--- src/sv/missing_aware_box_mean_macros.svh ---
// ----------------------------------------------------------------------------
// Assertion macros for the missing-aware box mean
// Concurrent checks that can be compiled out with NO_ASSERTIONS.
// ----------------------------------------------------------------------------
`ifndef MISSING_AWARE_BOX_MEAN_MACROS_SVH
`define MISSING_AWARE_BOX_MEAN_MACROS_SVH

`ifndef NO_ASSERTIONS
`define MABM_ASSERT_NOW(label, ante, cons) \
  label: assert property (@(posedge clk) disable iff (rst) (ante) |-> (cons)) \
    else $error("box mean check failed");
`define MABM_ASSERT_NEXT(label, ante, cons) \
  label: assert property (@(posedge clk) disable iff (rst) (ante) |=> (cons)) \
    else $error("box mean check failed");
`else
`define MABM_ASSERT_NOW(label, ante, cons)
`define MABM_ASSERT_NEXT(label, ante, cons)
`endif

`endif

--- src/sv/mabm_pkg.sv ---
`timescale 1ns / 1ps
// ----------------------------------------------------------------------------
// mabm_pkg
// Shared constants, register indexes and flag types of the box mean.
// ----------------------------------------------------------------------------
package mabm_pkg;

  localparam int DEF_MAX_WIDTH   = 1024;
  localparam int DEF_MAX_RADIUS  = 15;
  localparam int DEF_SAMPLE_BITS = 16;
  localparam int QUEUE_DEPTH     = 4;

  localparam int CFG_INDEX_BITS = 2;
  localparam int CFG_DATA_BITS  = 16;
  localparam int WIDTH_BITS     = 11;
  localparam int HEIGHT_BITS    = 16;
  localparam int RADIUS_BITS    = 4;

  localparam logic [CFG_INDEX_BITS-1:0] REG_FRAME_WIDTH   = 2'd0;
  localparam logic [CFG_INDEX_BITS-1:0] REG_FRAME_HEIGHT  = 2'd1;
  localparam logic [CFG_INDEX_BITS-1:0] REG_WINDOW_RADIUS = 2'd2;

  localparam logic [WIDTH_BITS-1:0]  RST_FRAME_WIDTH   = 11'd1024;
  localparam logic [HEIGHT_BITS-1:0] RST_FRAME_HEIGHT  = 16'd1024;
  localparam logic [RADIUS_BITS-1:0] RST_WINDOW_RADIUS = 4'd3;

  localparam logic OP_PIXEL = 1'b0;
  localparam logic OP_PAD   = 1'b1;

  typedef struct packed {
    logic ok;
    logic first_row;
    logic leave_ok;
    logic orow_ok;
    logic row_last;
    logic col_last;
  } job_flags_t;

  typedef struct packed {
    logic run_last;
    logic frame_last;
  } res_flags_t;

endpackage

--- src/sv/mabm_fifo.sv ---
`timescale 1ns / 1ps
// ----------------------------------------------------------------------------
// mabm_fifo
// Short register queue between the front end and the back end.
// ----------------------------------------------------------------------------
module mabm_fifo import mabm_pkg::*; #(
  parameter int WIDTH = 8,
  parameter int DEPTH = QUEUE_DEPTH
) (
  input  logic             clk,
  input  logic             rst,
  input  logic             push,
  input  logic [WIDTH-1:0] din,
  output logic             full,
  input  logic             pop,
  output logic [WIDTH-1:0] dout,
  output logic             empty
);

  localparam int PW = (DEPTH > 1) ? $clog2(DEPTH) : 1;
  localparam int CW = $clog2(DEPTH + 1);

  logic [WIDTH-1:0] slots [DEPTH];
  logic [PW-1:0]    wr_ptr;
  logic [PW-1:0]    rd_ptr;
  logic [CW-1:0]    count;

  assign full  = (32'(count) == DEPTH);
  assign empty = (count == '0);
  assign dout  = slots[rd_ptr];

  always_ff @(posedge clk) begin
    if (rst) begin
      wr_ptr <= '0;
      rd_ptr <= '0;
      count  <= '0;
    end else begin
      if (push) begin
        wr_ptr <= (32'(wr_ptr) == DEPTH - 1) ? '0 : wr_ptr + 1'b1;
      end
      if (pop) begin
        rd_ptr <= (32'(rd_ptr) == DEPTH - 1) ? '0 : rd_ptr + 1'b1;
      end
      if (push && !pop) begin
        count <= count + 1'b1;
      end else if (pop && !push) begin
        count <= count - 1'b1;
      end
    end
  end

  always_ff @(posedge clk) begin
    if (push) begin
      slots[wr_ptr] <= din;
    end
  end

endmodule

--- config.mk ---
export PLATFORM = sky130hd
export DESIGN_NAME = mabm_fifo
export DESIGN_NICKNAME = d
export VERILOG_FILES = /design/src/sv/missing_aware_box_mean_macros.svh /design/src/sv/mabm_pkg.sv /design/src/sv/mabm_fifo.sv
export SDC_FILE = /design/constraint.sdc
export NUM_CORES = 1
export LEC_CHECK = 0
export CAP_MARGIN = 40
export CORE_MARGIN = 10
export CORE_UTILIZATION = 45
export DETAILED_ROUTE_END_ITERATION = 8
export DONT_BUFFER_PORTS = 1
export GPL_TIMING_DRIVEN = 0
export PLACE_DENSITY_LB_ADDON = 0.05
export SLEW_MARGIN = 20
export SYNTH_ARGS = -nofsm -noshare
export SYNTH_HDL_FRONTEND = slang
export SYNTH_SLANG_ARGS = --single-unit
--- constraint.sdc ---
create_clock -name clk -period 1.54 [get_ports clk]
set_clock_uncertainty 0.1 [all_clocks]
set_input_delay 0.231 -clock clk [delete_from_list [all_inputs] [get_ports clk]]
set_output_delay 0.231 -clock clk [all_outputs]
set_load 0.005 [all_outputs]
# [After elaboration in Yosys (flattened, before gate mapping)]
# Memory sizes are Yosys's and may differ from the RTL's. A register that Yosys moved wholly into a read port is not among the register bits.
# Index checks and enable logic that the tools add are counted.
[op_classes] add_sub_neg=4 eq_ne=3 mux=8 n_reduce_logical=6
[op_table] op="$mux W2" count=4
[op_table] op="$mux W3" count=2
[op_table] op="$add A2 B1 Y2 const B" count=2
[op_table] op="$eq A2 B2 Y1 const B" count=2
[op_table] op="$add A3 B1 Y3 const B" count=1
[op_table] op="$eq A3 B3 Y1 const B" count=1
[op_table] op="$logic_not A3 Y1" count=1
[op_table] op="$sub A3 B1 Y3 const B" count=1
[op_table] op="$logic_and A1 B1 Y1" count=2
[op_table] op="$logic_not A1 Y1" count=2
[op_table] op="$mux W1" count=2
[op_table] op="$reduce_bool A2 Y1" count=1
[totals] ff_bits=7 ramBits=32 inputBits=12 output_inout_bits=10 elab_cells=25 mem_count=1
[memory_table] memory="slots" depth=4 width=8 read_ports=1 rd_ports_with_merged_regs=1 wr=1 line_no="mabm_fifo.sv:23" source="logic [WIDTH-1:0] slots [DEPTH];"

# [Depth between registers and ports, before layout]
[logic_depth] word_depth=4 depth_mapped=7 ltp_nobuf=7

# [Least setup slack after synthesis]
# Ideal clock, no wire load.
[synth_path] path_type="in2reg" start="in pop" end="reg count[2]" setup_ns=0.070 t_arrival_ns=1.423 required_ns=1.370 path_slack_ns=-0.053 cell_stages=7 path_buffers=0 cell_sequence="inv_1 > ha_1 > inv_1 > fa_1 > xor2_1 > or3_1 > a21oi_1"
[synth_via] elab_chain_len=3 word_cells_on_any_way=5 classes_between="mux: 1; reduce/logical: 4"
[synth_lines] element="from (decl)" line_no="mabm_fifo.sv:15" source="input logic pop,"
[synth_lines] element="$logic_not A1 Y1" line_no="mabm_fifo.sv:44" source="if (push && !pop) begin"
[synth_lines] element="$logic_and A1 B1 Y1" line_no="mabm_fifo.sv:44"
[synth_lines] element="$mux W3 / $reduce_bool A2 Y1 (equally long branches)"
[synth_lines] element="to (signal assigned)" line_no="mabm_fifo.sv:45" source="count <= count + 1'b1;"
[synth_lines] element="to (signal assigned)" line_no="mabm_fifo.sv:47" source="count <= count - 1'b1;"
[synth_lines] element="to (decl)" line_no="mabm_fifo.sv:26" source="logic [CW-1:0] count;"
# Several ways; a longest one is shown, not always the timed one.
# A chain may end at the register's enable or synchronous reset.

==> impl_metrics.env <==
export IMPL_seq_area_frac_synth_pct=71.4
export IMPL_clk_latency_ps=350
export IMPL_timing_hold_ws_ps=31.2
export IMPL_cts_root_buf="clkbuf_4"
export IMPL_hold_start="pop"
export IMPL_max_slew_margin_pct=71.6
export IMPL_r2r_start="count[0]"
export IMPL_ant_nets=0
export IMPL_timing_final_ws_setup_ps=-166
export IMPL_regToRegSetupSlack_ps=10
export IMPL_grt_use_met2_pct=13.4
export IMPL_avgSynthCellArea_um2=18.6
export IMPL_nets=124
export IMPL_p_leak_nw=0.657
export IMPL_grt_ovfl_total=0
export IMPL_synth_edf_count=32
export IMPL_yosys_warnings=0
export IMPL_cts_tree="yes"
export IMPL_dr_pass1_iters=4
export IMPL_setup_viol=8
export IMPL_place_area_um2=1670
export IMPL_synth_area_um2=1600
export IMPL_ioPinCount=22
export IMPL_status="finished with violations"
export IMPL_synthesis_nets=105
export IMPL_worstPathCellList="buf_12, mux4_2"
export IMPL_crit_buf_inv=1
export IMPL_path_clk_slew_ps=110
export IMPL_io_buffers=0
export IMPL_min_path_cells=3
export IMPL_wl_per_cell_um=16.4
export IMPL_layout_commonest_cell="edfxtp_1"
export IMPL_path_delay_family="multiplexers"
export IMPL_grt_util_met3_pct=4.39
export IMPL_p_per_area_nw_per_um2=1160
export IMPL_place_gp_congestion=0.636
export IMPL_syn_inst=86
export IMPL_fp_dieW_um=79.6
export IMPL_n_antenna_cell=0
export IMPL_grt_pass1_vias=814
export IMPL_yosys_area_top_type="edfxtp_1"
export IMPL_critical_path_class="reg2out"
export IMPL_vias=747
export IMPL_worstRegToRegCells=4
export IMPL_cp_required_ps=1210
export IMPL_hold_path_class="in2reg"
export IMPL_worst_slew_pin_slew_ps=426
export IMPL_cts_inserted_buffers=5
export IMPL_synth_top_cell_area_share_pct=60.1
export IMPL_synth_top_cells_by_area="edfxtp_1 60%, dfxtp_1 11%, mux4_2 11%, ha_1 4.7%, mux2i_1 2.5%"
export IMPL_endpoint_kind="primary output"
export IMPL_fillers=289
export IMPL_cpMaxStageDelayCell="mux4_2"
export IMPL_violations="setup timing"
export IMPL_row_count=21
export IMPL_drv_slew=0
export IMPL_ir_worst_vdd_mv=0.486
export IMPL_final_cell_area_um2=1890
export IMPL_hpwl_um=1690
export IMPL_clockBufferDepth=2
export IMPL_final_cell_mix="32 x edfxtp_1, 11 x dlygate4sd3_1, 8 x mux4_2, 7 x nor2_1, 7 x dfxtp_1"
export IMPL_met1_usage_pct=9.27
export IMPL_rsz0062_at_grt="yes"
export IMPL_cts_max_level=2
export IMPL_crit_fanout=8
export IMPL_hold_viol_final=0
export IMPL_cp_start_kind="flip-flop"
export IMPL_core_area_um2=3390
export IMPL_grt_pass1_wl_um=3990
export IMPL_drive_gt1_share_pct=24.5
export IMPL_fmax_mhz=586
export IMPL_die_area_um2=6330
export IMPL_wl_um=2500
export IMPL_start_util_pct=47.1
export IMPL_grt_busiest_layer="met2"
export IMPL_drt_iter0_drc=16
export IMPL_clock_sinks=41
export IMPL_synthFlopType="edfxtp_1"
export IMPL_drc_errors=0
export IMPL_period_needed_ps=1710
export IMPL_antenna_found_initial=0
export IMPL_area_growth_pct=18.1
export IMPL_max_stage_delay_ps=530
export IMPL_vias_per_cell=4.91
export IMPL_max_cap_violations=0
export IMPL_async_flop_share_pct=0
export IMPL_die_h_um=79.6
export IMPL_grt_max_degree=13
export IMPL_grt_use_total_pct=8.62
export IMPL_synth_seq_cells=41
export IMPL_min_period_over_period_pct=111
export IMPL_ys_types=17
export IMPL_r2r_end="count[2]"
export IMPL_arrival_ps=1370
## sequential cells by signal, summed over array words and instances (netlist names), named ones only
| signal | cells |
|---|---|
| slots | 32 |
| count | 3 |
| rd_ptr | 2 |
| wr_ptr | 2 |
## final cells by class
cell class              count  area [um2]  area share (%)
flip-flops and latches     41        1150            60.7
multi-input cells          39         445            23.6
repair buffers             12         118            6.23
clock buffers               8        80.1            4.24
well taps                  46        57.6            3.05
plain buffers               2        25.0            1.33
inverters                   4        15.0           0.796
## how the worst max path moves through the flow
stage	endpoint	slack [ps]	depth (start not counted)
CTS	dout[4]	-200	2
floorplan	count[2]	10	7
detailed placement	count[2]	-30	7
finish	dout[4]	-170	2
global route	dout[4]	-230	2
global placement	count[2]	-30	7
## stage by stage
stage	utilization (%)	setup slack, ps	setup TNS, ps	std cells	total power, mW
after floorplan	-	13.7	0	86	1.47
after global placement	49.3	-30.2	-30.2	132	1.51
after detailed placement	49.3	-29.1	-29.1	132	1.52
after CTS	55.0	-204	-1540	151	2.20
after global routing	55.7	-233	-1830	152	2.30
final	55.7	-166	-1220	152	2.19
## metal layers
layer	wire, um	vias up
met2	1240	18
met3	170	5
met5	0	-
li1	-	364
met1	1030	360
met4	56	0
## cells by family after synthesis
| logic type | count (synthesis) | share of synthesized area [%] |
|---|---|---|
| AO/OA/AOI/OAI | 3 | 0.939 |
| buffers and inverters | 6 | 1.96 |
| flip-flops | 41 | 71.4 |
| AND/OR/NAND/NOR | 15 | 4.85 |
| multiplexers | 12 | 13.8 |
| adder cells (fa/ha/maj) | 7 | 5.95 |
| XOR/XNOR | 2 | 1.10 |
## synth_stat cells, types with 2 or more instances
cell / n
mux4_2: 8
mux2i_1: 4
xor2_1: 2
inv_1: 4
ha_1: 6
nor3b_1: 2
dfxtp_1: 9
and2_1: 4
nor2_1: 7
a21oi_1: 2
edfxtp_1: 32
## where the power goes
group	total [mW]	internal (mW)	switching, mW	leakage [nW]
Combinational	0.243	0.126	0.117	0.244
Clock	0.653	0.323	0.331	0.0437
Sequential	1.29	1.26	0.0316	0.369
Total	2.19	1.71	0.479	0.657
## worst reg2reg max path: cells and delay by family, from the launching register on
| kind | cells | cell delay, ps |
|---|---|---|
| and+or+nand+nor | 1 | 330 |
| AOI/OAI and AO/OA | 1 | 120 |
| adders and majority gates | 1 | 380 |
| DFF | 1 | 370 |
| xor gates and xnor gates | 1 | 180 |
## what timing repair did
| item | CTS | global route |
|---|---|---|
| gates resized for setup | 2 | 5 |
| setup buffers | 0 | 1 |
| setup endpoints to repair | 8 | 17 |
| endpoints found under the hold margin | 41 | 0 |
| hold buffers | 11 | 0 |
Note: power is estimated with default switching activity, not from simulation.
