### src/sv/missing_aware_box_mean_macros.svh
// ----------------------------------------------------------------------------
// Assertion macros for the missing-aware box mean
// Concurrent checks that can be compiled out with NO_ASSERTIONS.
// ----------------------------------------------------------------------------
`ifndef MISSING_AWARE_BOX_MEAN_MACROS_SVH
`define MISSING_AWARE_BOX_MEAN_MACROS_SVH

`ifndef NO_ASSERTIONS
`define MABM_ASSERT_NOW(label, ante, cons) \
  label: assert property (@(posedge clk) disable iff (rst) (ante) |-> (cons)) \
    else $error("box mean check failed");
`define MABM_ASSERT_NEXT(label, ante, cons) \
  label: assert property (@(posedge clk) disable iff (rst) (ante) |=> (cons)) \
    else $error("box mean check failed");
`else
`define MABM_ASSERT_NOW(label, ante, cons)
`define MABM_ASSERT_NEXT(label, ante, cons)
`endif

`endif

### src/sv/mabm_pkg.sv
`timescale 1ns / 1ps
// ----------------------------------------------------------------------------
// mabm_pkg
// Shared constants, register indexes and flag types of the box mean.
// ----------------------------------------------------------------------------
package mabm_pkg;

  localparam int DEF_MAX_WIDTH   = 1024;
  localparam int DEF_MAX_RADIUS  = 15;
  localparam int DEF_SAMPLE_BITS = 16;
  localparam int QUEUE_DEPTH     = 4;

  localparam int CFG_INDEX_BITS = 2;
  localparam int CFG_DATA_BITS  = 16;
  localparam int WIDTH_BITS     = 11;
  localparam int HEIGHT_BITS    = 16;
  localparam int RADIUS_BITS    = 4;

  localparam logic [CFG_INDEX_BITS-1:0] REG_FRAME_WIDTH   = 2'd0;
  localparam logic [CFG_INDEX_BITS-1:0] REG_FRAME_HEIGHT  = 2'd1;
  localparam logic [CFG_INDEX_BITS-1:0] REG_WINDOW_RADIUS = 2'd2;

  localparam logic [WIDTH_BITS-1:0]  RST_FRAME_WIDTH   = 11'd1024;
  localparam logic [HEIGHT_BITS-1:0] RST_FRAME_HEIGHT  = 16'd1024;
  localparam logic [RADIUS_BITS-1:0] RST_WINDOW_RADIUS = 4'd3;

  localparam logic OP_PIXEL = 1'b0;
  localparam logic OP_PAD   = 1'b1;

  typedef struct packed {
    logic ok;
    logic first_row;
    logic leave_ok;
    logic orow_ok;
    logic row_last;
    logic col_last;
  } job_flags_t;

  typedef struct packed {
    logic run_last;
    logic frame_last;
  } res_flags_t;

endpackage

### src/sv/mabm_front.sv
`timescale 1ns / 1ps
// ----------------------------------------------------------------------------
// mabm_front
// Tracks the scan position and classifies each accepted item into a job.
// ----------------------------------------------------------------------------
module mabm_front import mabm_pkg::*; #(
  parameter int MAX_WIDTH   = DEF_MAX_WIDTH,
  parameter int MAX_RADIUS  = DEF_MAX_RADIUS,
  parameter int SAMPLE_BITS = DEF_SAMPLE_BITS
) (
  input  logic                                     clk,
  input  logic                                     rst,
  input  logic                                     restart,
  input  logic [$clog2(MAX_WIDTH+1)-1:0]           w_eff,
  input  logic [HEIGHT_BITS-1:0]                   h_eff,
  input  logic [$clog2(MAX_RADIUS+1)-1:0]          r_eff,
  input  logic                                     accept,
  input  logic                                     op,
  input  logic signed [SAMPLE_BITS-1:0]            sample,
  input  logic                                     sample_valid,
  output job_flags_t                               job_flags,
  output logic [$clog2(MAX_WIDTH)-1:0]             job_col,
  output logic [$clog2(2*MAX_RADIUS+1)-1:0]        job_wr_slot,
  output logic [$clog2(2*MAX_RADIUS+1)-1:0]        job_leave_slot,
  output logic signed [SAMPLE_BITS-1:0]            job_value
);

  localparam int COLW  = $clog2(MAX_WIDTH);
  localparam int RING  = 2 * MAX_RADIUS + 1;
  localparam int SLOTW = $clog2(RING);
  localparam int ROWW  = HEIGHT_BITS + 1;

  logic [COLW-1:0]  scan_column;
  logic [ROWW-1:0]  scan_row;
  logic [SLOTW-1:0] wr_slot;
  logic [31:0]      span;

  assign span = 2 * 32'(r_eff) + 1;

  always_comb begin
    job_flags.ok        = (op == OP_PIXEL) && sample_valid && (32'(scan_row) < 32'(h_eff));
    job_flags.first_row = (scan_row == '0);
    job_flags.leave_ok  = (32'(scan_row) >= span);
    job_flags.orow_ok   = (32'(scan_row) >= 32'(r_eff));
    job_flags.row_last  = (32'(scan_row) == 32'(h_eff) + 32'(r_eff) - 1);
    job_flags.col_last  = (32'(scan_column) == 32'(w_eff) - 1);
    job_col             = scan_column;
    job_wr_slot         = wr_slot;
    // step back 2r+1 rows around the ring
    job_leave_slot = (32'(wr_slot) >= span) ? SLOTW'(32'(wr_slot) - span)
                                            : SLOTW'(32'(wr_slot) + RING - span);
    job_value = job_flags.ok ? sample : '0;
  end

  always_ff @(posedge clk) begin
    if (rst || restart) begin
      scan_column <= '0;
      scan_row    <= '0;
      wr_slot     <= '0;
    end else if (accept) begin
      if (job_flags.col_last) begin
        scan_column <= '0;
        if (job_flags.row_last) begin
          scan_row <= '0;
          wr_slot  <= '0;
        end else begin
          scan_row <= scan_row + 1'b1;
          wr_slot  <= (32'(wr_slot) == RING - 1) ? '0 : wr_slot + 1'b1;
        end
      end else begin
        scan_column <= scan_column + 1'b1;
      end
    end
  end

endmodule

### config.mk
export PLATFORM = sky130hd
export DESIGN_NAME = mabm_front
export DESIGN_NICKNAME = d
export VERILOG_FILES = /design/src/sv/missing_aware_box_mean_macros.svh /design/src/sv/mabm_pkg.sv /design/src/sv/mabm_front.sv
export SDC_FILE = /design/constraint.sdc
export NUM_CORES = 1
export LEC_CHECK = 0
export BUFFER_PORTS_ARGS = -buffer_cell sky130_fd_sc_hd__buf_2
export CAP_MARGIN = 20
export CORE_ASPECT_RATIO = 2
export CORE_MARGIN = 2
export CORE_UTILIZATION = 55
export CTS_CLUSTER_DIAMETER = 150
export DETAILED_ROUTE_END_ITERATION = 8
export GPL_ROUTABILITY_DRIVEN = 0
export PLACE_DENSITY = 0.91
export SYNTH_ARGS = -nofsm -noshare
export SYNTH_HDL_FRONTEND = slang
export SYNTH_SLANG_ARGS = --single-unit
export TNS_END_PERCENT = 30
### constraint.sdc
create_clock -name clk -period 7.1 [get_ports clk]
set_input_delay 1.42 -clock clk [delete_from_list [all_inputs] [get_ports clk]]
set_output_delay 1.42 -clock clk [all_outputs]
set_load 0.05 [all_outputs]
; Word level (Yosys, flattened, before mapping)
; Index checks and enable logic that the tools add are counted.
[totals]
out_inout_bits = 42
regBits = 32
[op_classes]
muxes = 6
n_lt_le_gt_ge = 4
eq_ne = 3
addsub = 10
bitwise_logic = 1
reduce_logical = 5
[op_table]
columns = cell, count
row1 = $eq A10 B32 Y1, 1
row2 = $eq A17 B32 Y1, 1
row3 = $sub A17 B1 Y18 const B, 1
row4 = $add A16 B4 Y17, 1
row5 = $add A17 B1 Y17 const B, 1
row6 = $ge A17 B4 Y1, 1
row7 = $ge A17 B6 Y1, 1
row8 = $logic_not A17 Y1, 1
row9 = $lt A17 B16 Y1, 1
row10 = $mux W17, 1
row11 = $mux W16, 1
row12 = $mux W5, 3
row13 = $sub A11 B1 Y12 const B, 1
row14 = $add A10 B1 Y10 const B, 1
row15 = $mux W10, 1
row16 = $sub A5 B5 Y5, 2
row17 = $add A5 B1 Y6 const B, 1
row18 = $ge A5 B6 Y1, 1
row19 = $add A5 B1 Y5 const B, 1
row20 = $add A5 B5 Y5 const B, 1
row21 = $eq A5 B5 Y1 const B, 1
row22 = $logic_and A1 B1 Y1, 2
row23 = $reduce_and A2 Y1, 1
row24 = $logic_or A1 B1 Y1, 1
row25 = $not A1 Y1, 1

; Logic depth before layout (Yosys ltp)
[logic_depth]
word_depth = 4
depth_mapped = 17
depth_no_buf = 15

; Least setup slack after synthesis
; OpenSTA, ideal clock, no wires.
[synth_timing]
path_type = input to output
startpoint = input r_eff[1]
endpoint = output job_flags[1] (netlist bit)
setup_slack_ps = -110
cell_stages = 13
required_ps = 5680
path_buffers = 0
t_arrival_ps = 5790
path_cell_list = inv_1 ha_1 inv_1 ha_1 inv_1 fa_1 xnor2_1 xnor2_1 or4_1 or4_1 or4_1 or4_1 nor3_1
[synth_lines]
columns = element, line
row1 = start: declaration, mabm_front.sv:16  ; input logic [$clog2(MAX_RADIUS+1)-1:0] r_eff,
row2 = end: declaration, mabm_front.sv:21  ; output job_flags_t job_flags,

==> metrics <==
RSZ-0062 raised after global routing false; IO Count 95; most frequent cells after synthesis ha_1 (55), nor2_1 (47), inv_1 (45), xnor2_1 (40), nand2_1 (35); Slew headroom 40.7%; hold path depth 2; Worst setup EP type output port; Overflow after GRT 0; share of layout cells above drive strength 1 19.1%; Worst path slowest cell or4_1; Design Power 581 uW; Reg clk slew, reported paths 0.05 ns; CTS sink cnt 32; DRC violations left 0; H-Tree Depth 2; CTS Buf Count 5; non-filler cells, final 692; IO buf count 94; initial antenna violation count 0; CP most frequent cell or4_1; largest net degree at the start of global routing 18; Tcrit/Tclk final between 90% and 100%; Power Dens Cells 126 nW/um^2; warnings from Yosys 0; Die Y roughly 120 um; die width roughly 64 um; status finished, final reports clean; Compound-Gate Fraction of Synth Area 17.9%; Synth cell types 58; RR Endpoint scan_row[6]; Reg2Reg Setup Slack 2.91 ns; Worst Hold Endpoint job_col[1]; TritonCTS clock tree built; DR WL/cell between 15 and 20 um; Total GRT Usage between 20% and 30%; min-delay src job_col[1]; Syn Area/Cell between 7 and 8 um^2; post-DP HPWL ~8600 um; worst slew pin tran 0.867 ns; cell family with most CP delay simple AND/OR/NAND/NOR gates; Critical Path Max Stage Delay 0.56 ns; Worst Path Arrival 5.51 ns; Area Growth Syn to Fin 16.7%; antenna-violating nets left 0; FMAX 144 MHz; Yosys top cell by area ha_1; Async S/R FF share, synth 0%; crit-path cells buf_2, inv_1, ha_1, inv_1, ha_1, inv_1, fa_1, xnor2_1, xnor2_1, or4_1, or4_1, or4_1, or4_1, nor3_2, buf_2; Leak Pwr ~0.0022 uW; final-report hold violation count 0; Synth Area in XOR/XNOR 13.3%; Clock Tree Buf Depth 2; Post-Syn Nets 626; vias in the first global route about 4000; DRT Pass-1 Iters 6; Post-synth EDFFs 0; Hold Crit Class reg2reg; Yosys reg bits 32; top area cells in the synthesized netlist ha_1 (17%), dfxtp_1 (16%), xnor2_1 (8.9%), nor2_1 (4.5%), xor2_1 (4.4%); largest family of logic cells by synthesized area simple AND/OR/NAND/NOR gates; area share of the largest cell type after synthesis 17.5%; crit-path max FO 5; row cnt 43; CP startpoint kind input pin; Mapped Cells 515; most frequent cell after synthesis ha_1; post-synthesis sequential area ratio 16.3%; CP required ~5.7 ns; Worst-Skew Late Latency 0.27 ns; die area 7900 um^2; vias per cell about 5.9; initial core utilization 56.8%; sum of buffers and inverters on the critical path 5; mux cell area share after synthesis 1.30%; Top FF cell, synth dfxtp_1; vias 4062; CP Class in2out; setup violators final 0; Max Cap Viol 0; post-CTS setup buffer count 0; Max Slew Vio Count 0; post-layout net count roughly 700; Initial DRC Count 192; diode count 0; R2R depth 9; placed insts a little under 700; post-synthesis simple-gate area fraction 26.1%; post_cts resized 0; root buffer cell clkbuf_16; Total Neg Setup Slack 0 ns; maximum VDD drop 0.000140 V; Core ar. 6940 um^2; worst r2r src scan_row[15]; Final Routed Wirelength 10500 um; first-pass GRT wire length 17100 um; Post-Syn Area between 3000 and 4000 um^2; fin crit period 6.93 ns; CTS hold repair buffers 0; Clock Skews between 0.005 and 0.006 ns; adder-cell share of the synthesized area 19.0%
## worst max-delay path by stage
| stage | from | endpoint | cells after the start |
|---|---|---|---|
| 3_5_place_dp | r_eff[1] | job_flags[1] | 15 |
| 5_1_grt | r_eff[1] | job_flags[1] | 15 |
| 2_1_floorplan | r_eff[1] | job_flags[1] | 13 |
| 3_3_place_gp | r_eff[1] | job_flags[1] | 15 |
| 4_1_cts | r_eff[1] | job_flags[1] | 15 |
| 6_report | r_eff[1] | job_flags[1] | 15 |
## stage by stage
stage               util [%]  hold slack [ns]  instance area [um^2]  worst slack [ns]
finish                  66.2            0.552                  4600             0.165
CTS                     66.2            0.555                  4590             0.189
detailed placement      64.2            0.548                  4450             0.192
floorplan                  -            0.511                  3940             0.287
global placement        64.2            0.543                  4450             0.280
global route            66.2            0.611                  4600            0.0395
## power by group
| group | switching, uW | total [uW] | internal [uW] |
|---|---|---|---|
| Clock | 73.8 | 201 | 127 |
| Combinational | 124 | 200 | 75.3 |
| Sequential | 0.790 | 181 | 180 |
| Total | 199 | 581 | 382 |
## registers in the layout, summed over array words and instances (netlist names)
register     count
job_wr_slot      5
job_col         10
scan_row        17
## area by class of cell
class	count	area, um^2
fill	587	2340
sequential	32	641
inverter	45	169
clock buffer	5	125
multi-input combinational	423	3060
tap	90	113
timing repair buffer	95	475
clock inverter	2	12.5
## layout by cell type, fill, tap and decap left out, drive strengths merged, types with 7 or more instances in the layout
master,count
nand2b,7
and2,18
buf,94
nand4,10
inv,45
nor3,8
nor2,48
dfxtp,32
nand2,35
xnor2,40
ha,55
and3,9
a21oi,26
xor2,20
o21ai,24
or4,10
nand3,21
a21o,11
## metal layers
metal | up-vias | share of wire [%] | track usage (%) | wire length [um]
met5 | - | 0 | 0 | 0
met4 | 0 | 4.7 | 16.4 | 489
met3 | 41 | 3.2 | 3.07 | 336
met2 | 128 | 57 | 52.6 | 5990
met1 | 1901 | 35 | 24.5 | 3650
li1 | 1992 | - | - | -
## worst min-delay path: stages, from the launching register on
cell and delay (ns):
dfxtp_1 0.36, nand2b_1 0.09, a21oi_1 0.05
## kinds of logic after synthesis
logic type,after synthesis
simple gates,195
buf+inv,60
compound gates,105
mux,5
xor+xnor,60
fa+ha+maj,58
flops,32
Note: power is estimated with default switching activity, not from simulation.
