--- src/sv/missing_aware_box_mean_macros.svh ---
// ----------------------------------------------------------------------------
// Assertion macros for the missing-aware box mean
// Concurrent checks that can be compiled out with NO_ASSERTIONS.
// ----------------------------------------------------------------------------
`ifndef MISSING_AWARE_BOX_MEAN_MACROS_SVH
`define MISSING_AWARE_BOX_MEAN_MACROS_SVH

`ifndef NO_ASSERTIONS
`define MABM_ASSERT_NOW(label, ante, cons) \
  label: assert property (@(posedge clk) disable iff (rst) (ante) |-> (cons)) \
    else $error("box mean check failed");
`define MABM_ASSERT_NEXT(label, ante, cons) \
  label: assert property (@(posedge clk) disable iff (rst) (ante) |=> (cons)) \
    else $error("box mean check failed");
`else
`define MABM_ASSERT_NOW(label, ante, cons)
`define MABM_ASSERT_NEXT(label, ante, cons)
`endif

`endif

--- src/sv/mabm_pkg.sv ---
`timescale 1ns / 1ps
// ----------------------------------------------------------------------------
// mabm_pkg
// Shared constants, register indexes and flag types of the box mean.
// ----------------------------------------------------------------------------
package mabm_pkg;

  localparam int DEF_MAX_WIDTH   = 1024;
  localparam int DEF_MAX_RADIUS  = 15;
  localparam int DEF_SAMPLE_BITS = 16;
  localparam int QUEUE_DEPTH     = 4;

  localparam int CFG_INDEX_BITS = 2;
  localparam int CFG_DATA_BITS  = 16;
  localparam int WIDTH_BITS     = 11;
  localparam int HEIGHT_BITS    = 16;
  localparam int RADIUS_BITS    = 4;

  localparam logic [CFG_INDEX_BITS-1:0] REG_FRAME_WIDTH   = 2'd0;
  localparam logic [CFG_INDEX_BITS-1:0] REG_FRAME_HEIGHT  = 2'd1;
  localparam logic [CFG_INDEX_BITS-1:0] REG_WINDOW_RADIUS = 2'd2;

  localparam logic [WIDTH_BITS-1:0]  RST_FRAME_WIDTH   = 11'd1024;
  localparam logic [HEIGHT_BITS-1:0] RST_FRAME_HEIGHT  = 16'd1024;
  localparam logic [RADIUS_BITS-1:0] RST_WINDOW_RADIUS = 4'd3;

  localparam logic OP_PIXEL = 1'b0;
  localparam logic OP_PAD   = 1'b1;

  typedef struct packed {
    logic ok;
    logic first_row;
    logic leave_ok;
    logic orow_ok;
    logic row_last;
    logic col_last;
  } job_flags_t;

  typedef struct packed {
    logic run_last;
    logic frame_last;
  } res_flags_t;

endpackage

--- src/sv/mabm_div.sv ---
`timescale 1ns / 1ps
// ----------------------------------------------------------------------------
// mabm_div
// Bit-serial rounded division of a window sum by its count, result register.
// ----------------------------------------------------------------------------
module mabm_div import mabm_pkg::*; #(
  parameter int MAX_RADIUS  = DEF_MAX_RADIUS,
  parameter int SAMPLE_BITS = DEF_SAMPLE_BITS
) (
  input  logic                                                   clk,
  input  logic                                                   rst,
  input  logic                                                   in_valid,
  output logic                                                   in_ready,
  input  logic signed [SAMPLE_BITS+$clog2((2*MAX_RADIUS+1)**2+1)-1:0] in_sum,
  input  logic [$clog2((2*MAX_RADIUS+1)**2+1)-1:0]               in_cnt,
  input  res_flags_t                                             in_flags,
  output logic                                                   empty,
  input  logic                                                   pop,
  output logic signed [SAMPLE_BITS-1:0]                          mean,
  output logic                                                   mean_valid,
  output logic                                                   run_last,
  output logic                                                   frame_last
);

  localparam int WCNT = $clog2((2 * MAX_RADIUS + 1) ** 2 + 1);
  localparam int WSUM = SAMPLE_BITS + WCNT;
  localparam int NUMW = WSUM + 1;
  localparam int DENW = WCNT + 1;
  localparam int ITW  = $clog2(NUMW + 1);

  logic              busy;
  logic [ITW-1:0]    iter;
  logic [DENW-1:0]   rem;
  logic [NUMW-1:0]   quo;
  logic [DENW-1:0]   den;
  logic              neg;
  logic              nz;
  res_flags_t        flags;
  logic              out_full;
  logic [WSUM-1:0]   mag;
  logic [DENW:0]     trial;
  logic              ge;
  logic              finish;
  logic [SAMPLE_BITS-1:0] qs;

  assign in_ready = !busy;
  assign empty    = !out_full;
  assign mag      = in_sum[WSUM-1] ? WSUM'(-in_sum) : WSUM'(in_sum);
  assign trial    = {rem, quo[NUMW-1]};
  assign ge       = (trial >= {1'b0, den});
  assign finish   = busy && (32'(iter) == NUMW) && (!out_full || pop);
  assign qs       = quo[SAMPLE_BITS-1:0];

  always_ff @(posedge clk) begin
    if (in_valid && !busy) begin
      rem   <= '0;
      quo   <= {mag, 1'b0} + NUMW'(in_cnt);
      den   <= {in_cnt, 1'b0};
      neg   <= in_sum[WSUM-1];
      nz    <= (in_cnt != '0);
      flags <= in_flags;
    end else if (busy && (32'(iter) < NUMW)) begin
      rem <= ge ? DENW'(trial - {1'b0, den}) : DENW'(trial);
      quo <= {quo[NUMW-2:0], ge};
    end
    if (finish) begin
      mean       <= nz ? (neg ? -qs : qs) : '0;
      mean_valid <= nz;
      run_last   <= flags.run_last;
      frame_last <= flags.frame_last;
    end
  end

  always_ff @(posedge clk) begin
    if (rst) begin
      busy     <= 1'b0;
      iter     <= '0;
      out_full <= 1'b0;
    end else begin
      if (in_valid && !busy) begin
        busy <= 1'b1;
        iter <= '0;
      end else if (busy && (32'(iter) < NUMW)) begin
        iter <= iter + 1'b1;
      end else if (finish) begin
        busy <= 1'b0;
      end
      if (finish) begin
        out_full <= 1'b1;
      end else if (pop) begin
        out_full <= 1'b0;
      end
    end
  end

endmodule

--- config.mk ---
export PLATFORM = sky130hd
export DESIGN_NAME = mabm_div
export DESIGN_NICKNAME = d
export VERILOG_FILES = /design/src/sv/missing_aware_box_mean_macros.svh /design/src/sv/mabm_pkg.sv /design/src/sv/mabm_div.sv
export SDC_FILE = /design/constraint.sdc
export NUM_CORES = 1
export LEC_CHECK = 0
export BUFFER_PORTS_ARGS = -buffer_cell sky130_fd_sc_hd__buf_2
export CORE_ASPECT_RATIO = 0.75
export CORE_MARGIN = 1.5
export CORE_UTILIZATION = 50
export DETAILED_ROUTE_END_ITERATION = 10
export PLACE_DENSITY = 0.84
export SETUP_SLACK_MARGIN = 0.3
export SYNTH_ARGS = -nofsm -noshare
export SYNTH_HDL_FRONTEND = slang
export SYNTH_SLANG_ARGS = --single-unit
--- constraint.sdc ---
create_clock -name clk -period 3.2 [get_ports clk]
set_input_delay 0.32 -clock clk [delete_from_list [all_inputs] [get_ports clk]]
set_output_delay 0.32 -clock clk [all_outputs]
set_load 0.01 [all_outputs]
[Word-level counts from Yosys, hierarchy flattened]
Index checks and enable logic that the tools add are counted.
Word-level totals
  flip-flop bits (word level): 78
  input bits: 42
  output and inout port bits: 21
  word-level logic and storage cells: 46
Cells by class
  add/sub/neg operators: 5
  order comparisons: 2
  equality and inequality tests: 2
  muxes and demuxes: 10
  reduce and logical (&&, ||, !) cells: 13
Operator list (count)
  two-way mux 27 bit: 2
  adder 27 x 10 -> 27 bit: 1
  two-way mux 26 bit: 1
  negator 26 bit: 1
  two-way mux 16 bit: 1
  negator 16 bit: 1
  >= comparator 12 x 11 -> 1 bit: 1
  two-way mux 11 bit: 1
  subtractor 11 bit: 1
  nonzero test 10 bit: 1
  nonzero test 2 bit: 3
  adder 5 x 1 -> 5 bit, second input constant: 1
  equality test 5 bit, second input constant: 1
  less-than comparator 5 bit, second input constant: 1
  two-way mux 1 bit: 5
  logical AND 1 bit: 4
  zero test 1 bit: 2
  inequality test 2 bit, second input constant: 1
  AND reduction 2 bit: 1
  OR reduction 2 bit: 1
  logical OR 1 bit: 1

[Depth between registers and ports, before layout]
  depth in word-level cells: 6
  mapped depth: 14
  depth with buffers taken out: 14

[Worst setup path after synthesis]
No wires, ideal clock.
  path kind: in2reg
  from: input port in_sum[25]
  to: register quo[16], data pin
  setup time: 0.263 ns
  data arrival time: 3.006 ns
  data required time: 2.937 ns
  path slack: -0.068 ns
  stages: 13
  buffers on the path: 3
  cell sequence: buf_4 clkbuf_8 clkbuf_1 o21ai_0 xnor2_1 ha_1 a21o_1 a221o_1 a31oi_1 nor3_1 o22ai_1 xor2_1 o21ai_1
On the way
  cells in the longest elaborated chain, start to end: 3
Ends and longest elaborated chain
  from (decl): RTL line mabm_div.sv:14  | input logic signed [SAMPLE_BITS+$clog2((2*MAX_RADIUS+1)**2+1)-1:0] in_sum,
  two-way mux 26 bit: RTL line mabm_div.sv:48  | assign mag = in_sum[WSUM-1] ? WSUM'(-in_sum) : WSUM'(in_sum);
  adder 27 x 10 -> 27 bit: RTL line mabm_div.sv:57  | quo <= {mag, 1'b0} + NUMW'(in_cnt);
  two-way mux 27 bit: RTL line mabm_div.sv:55  | if (in_valid && !busy) begin
  to (signal assigned): RTL line mabm_div.sv:57
  to (signal assigned): RTL line mabm_div.sv:64  | quo <= {quo[NUMW-2:0], ge};
  to (decl): RTL line mabm_div.sv:34  | logic [NUMW-1:0] quo;
No other way between the ends.
A chain may end at the register's enable or synchronous reset.

[Worst setup path after layout]
  from: input port in_sum[1]
  to: register quo[25], data pin
On the way
  cells in the longest elaborated chain, start to end: 4
Ends and longest elaborated chain (RTL line)
  negator 26 bit: mabm_div.sv:48
  two-way mux 26 bit *: mabm_div.sv:48
  adder 27 x 10 -> 27 bit *: mabm_div.sv:57
  two-way mux 27 bit *: mabm_div.sv:55
Mark *: on every way between the ends. The rest lies on a longest branch, timed or not.

==> flow_metrics.env <==
export IMPL_num_fill_cells=802
export IMPL_clock_latency_ns=0.34
export IMPL_clockRootBuffer="clkbuf_16"
export IMPL_syn_num_nets=586
export IMPL_core_area_um2=9774
export IMPL_portBuffers=62
export IMPL_end_kind="flip-flop"
export IMPL_grt_pass1_wl_um=18400
export IMPL_grt_max_degree=49
export IMPL_whs_ns=0.1623
export IMPL_dp_hpwl_um=8552
export IMPL_numCtsBuffers=9
export IMPL_initial_utilization=0.5221
export IMPL_leakage_nw=2.461
export IMPL_grt_pass1_vias=3828
export IMPL_place_inst=719
export IMPL_cts_max_path_buffers=2
export IMPL_synth_compound_area_frac=0.1586
export IMPL_yosys_warnings=0
export IMPL_finalPower_mw=3.451
export IMPL_finalInstanceArea_um2=6165
export IMPL_synth_distinct_cells=63
export IMPL_syn_area_um2=5104
export IMPL_drt_iter0_markers=390
export IMPL_syn_area_per_cell_um2=9.815
export IMPL_seq_area_frac_synth=0.4236
export IMPL_synthXorXnorAreaFrac=0.1098
export IMPL_rsz0062_at_grt="true"
export IMPL_cap_violations=0
export IMPL_period_needed_ns=2.849
export IMPL_synth_top_area_cell="edfxtp_1"
export IMPL_cts_clk_slew_worst_paths_ns=0.06
export IMPL_cts_hold_buf=0
export IMPL_finalSetupViolCount=0
export IMPL_drive_gt1_frac=0.2439
export IMPL_drc=0
export IMPL_synthMuxAreaShare=0.01790
export IMPL_place_area_um2=5667
export IMPL_worstSetupStartpointType="input pin"
export IMPL_place_congestion=0.8614
export IMPL_worst_ep_arrival_time_ns=2.92
export IMPL_hold_viol=0
export IMPL_row_count=31
export IMPL_cp_max_fo=6
export IMPL_synth_cells=520
export IMPL_synth_edf_count=60
export IMPL_yosys_top_cells_count="edfxtp_1 (60), nand2_1 (57), xnor2_1 (38), o21ai_0 (37)"
export IMPL_hold_class="in2reg"
export IMPL_yosysMostFrequentCell="edfxtp_1"
export IMPL_routedWlPerCell_um=15.68
export IMPL_cts_tree="done"
export IMPL_synth_top_family_by_area="simple AND/OR/NAND/NOR gates"
export IMPL_cts_sinks=78
export IMPL_firstDrtPassIters=4
export IMPL_clock_skew_ns=0.006150
export IMPL_via_per_inst=5.701
export IMPL_die_x_um=119.7
export IMPL_status="finished clean"
export IMPL_ys_ff_latch=78
export IMPL_synth_ff_type="edfxtp_1"
export IMPL_ys_async_sr_fraction=0
export IMPL_synthSimpleGateAreaFrac=0.1851
export IMPL_fin_crit_sh=0.8903
export IMPL_postRouteAntennaNets=0
export IMPL_yosys_area_share_adder=0.06178
export IMPL_vdd_drop_max_mv=0.2858
export IMPL_routed_wl_um=11650
export IMPL_critPathRequiredTime_ns=3.27
export IMPL_grt_overflow_total=0
export IMPL_insertedDiodeCount=0
export IMPL_maxSlewViolCount=0
export IMPL_grtUsageTotal=0.2102
export IMPL_final_cells=743
export IMPL_io_pins=63
export IMPL_area_growth_pct=20.79
export IMPL_htree_num_levels=3
export IMPL_slew_headroom=0.2853
export IMPL_fmax_mhz=351.0
export IMPL_layout_nets=672
export IMPL_cellPowerDensity_nw_per_um2=559.8
export IMPL_floorplan_die_area_um2=10830
export IMPL_num_vias=4236
export IMPL_die_y_um=90.50
export IMPL_worst_setup_path_type="in2reg"
export IMPL_synth_area_top_cells="edfxtp_1 (35%), dfxtp_1 (7.1%), xnor2_1 (6.5%), ha_1 (5.4%), xor2_1 (4.5%)"
export IMPL_antenna_found_initial=0
export IMPL_timing_worst_slew_pin_value_ns=1.071
export IMPL_yosysTopAreaCellShare=0.3530
==> sequential cells by signal, summed over array words and instances, names as in the netlist <==
| name | flops |
|---|---|
| busy | 1 |
| den | 10 |
| flags | 2 |
| frame_last | 1 |
| iter | 5 |
| mean | 16 |
| mean_valid | 1 |
| neg | 1 |
| nz | 1 |
| out_full | 1 |
| quo | 27 |
| rem | 11 |
| run_last | 1 |
==> critical path, stage by stage <==
cell	delay, ns
buf_2	0.13
inv_2	0.07
ha_4	0.18
nand2_1	0.06
nand2_1	0.09
xnor2_2	0.16
ha_1	0.34
o21ai_1	0.09
nor2_1	0.19
o31ai_2	0.09
a211o_2	0.37
nor4_4	0.38
nand4_1	0.17
xnor2_1	0.21
o21ai_1	0.07
==> kinds of logic (layout without fill, tap and decap cells) <==
logic type	Yosys count	after routing
and+or+nand+nor	179	179
DFF	78	78
AOI/OAI and AO/OA	122	122
xor gates and xnor gates	64	64
adders and majority gates	24	24
buffers and inverters	44	135
muxes	9	9
==> cell usage in the layout, fill, tap and decap left out, types with 18 or more instances in the layout <==
master,Yosys,final
nor2_1,26,25
nor3_1,18,18
inv_1,24,23
xnor2_1,38,37
ha_1,22,19
nand2_1,57,57
xor2_1,26,25
edfxtp_1,60,60
buf_2,1,58
buf_4,1,31
dfxtp_1,18,18
o21ai_0,37,29
==> report_power, final <==
group	internal [mW]	leakage (nW)	switching, mW	total (mW)
clock	0.526	0.134	0.405	0.931
sequential	1.27	0.720	0.117	1.39
combinational	0.514	1.61	0.621	1.13
==> area by class of cell <==
cell class | instances | area, µm² | share of cell area
inverters | 25 | 93.84 | 0.01522
well taps | 132 | 165.2 | 0.02679
clock inverters | 7 | 47.55 | 0.007713
repair buffers | 94 | 579.3 | 0.09397
flip-flops and latches | 78 | 2162 | 0.3507
clock buffers | 9 | 225.2 | 0.03653
multi-input cells | 398 | 2892 | 0.4690
==> per-stage QoR <==
stage                     TNS [ns]  worst slack [ns]    util
final                            0            0.3511  0.6307
after global routing             0            0.1942  0.6307
after CTS                        0            0.3009  0.6080
after detailed placement   -0.3658          -0.08909  0.5797
after global placement           0          0.007191  0.5797
after floorplan                  0            0.1994       -
==> per-layer routing <==
layer / vias up / part of all wire / track usage
met5: - / 0 / 0
met4: 0 / 0.011 / 0.04861
met3: 13 / 0.075 / 0.04609
met2: 164 / 0.43 / 0.3036
met1: 1985 / 0.48 / 0.3199
li1: 2074 / - / -
==> worst paths after layout <==
| kind | slack (ns) | cells past startpoint | to | start |
|---|---|---|---|---|
| setup / recovery | 0.35 | 15 | quo[25]$_DFFE_PP_ | in_sum[1] |
| hold / removal | 0.16 | 1 | flags[0]$_DFFE_PP_ | in_flags[0] |
| setup reg to reg | 0.74 | 10 | rem[8]$_SDFFE_PP0P_ | den[2]$_DFFE_PP_ |
| hold reg to reg | 0.44 | 0 | frame_last$_DFFE_PP_ | flags[0]$_DFFE_PP_ |
==> repair_timing <==
item | 4_1_cts | 5_1_grt
setup buffers | 0 | 8
endpoints found under the setup margin | 3 | 18
pin swaps | 1 | 21
cloned | 0 | 0
resized for setup | 1 | 43
Note: power is estimated with default switching activity, not from simulation.
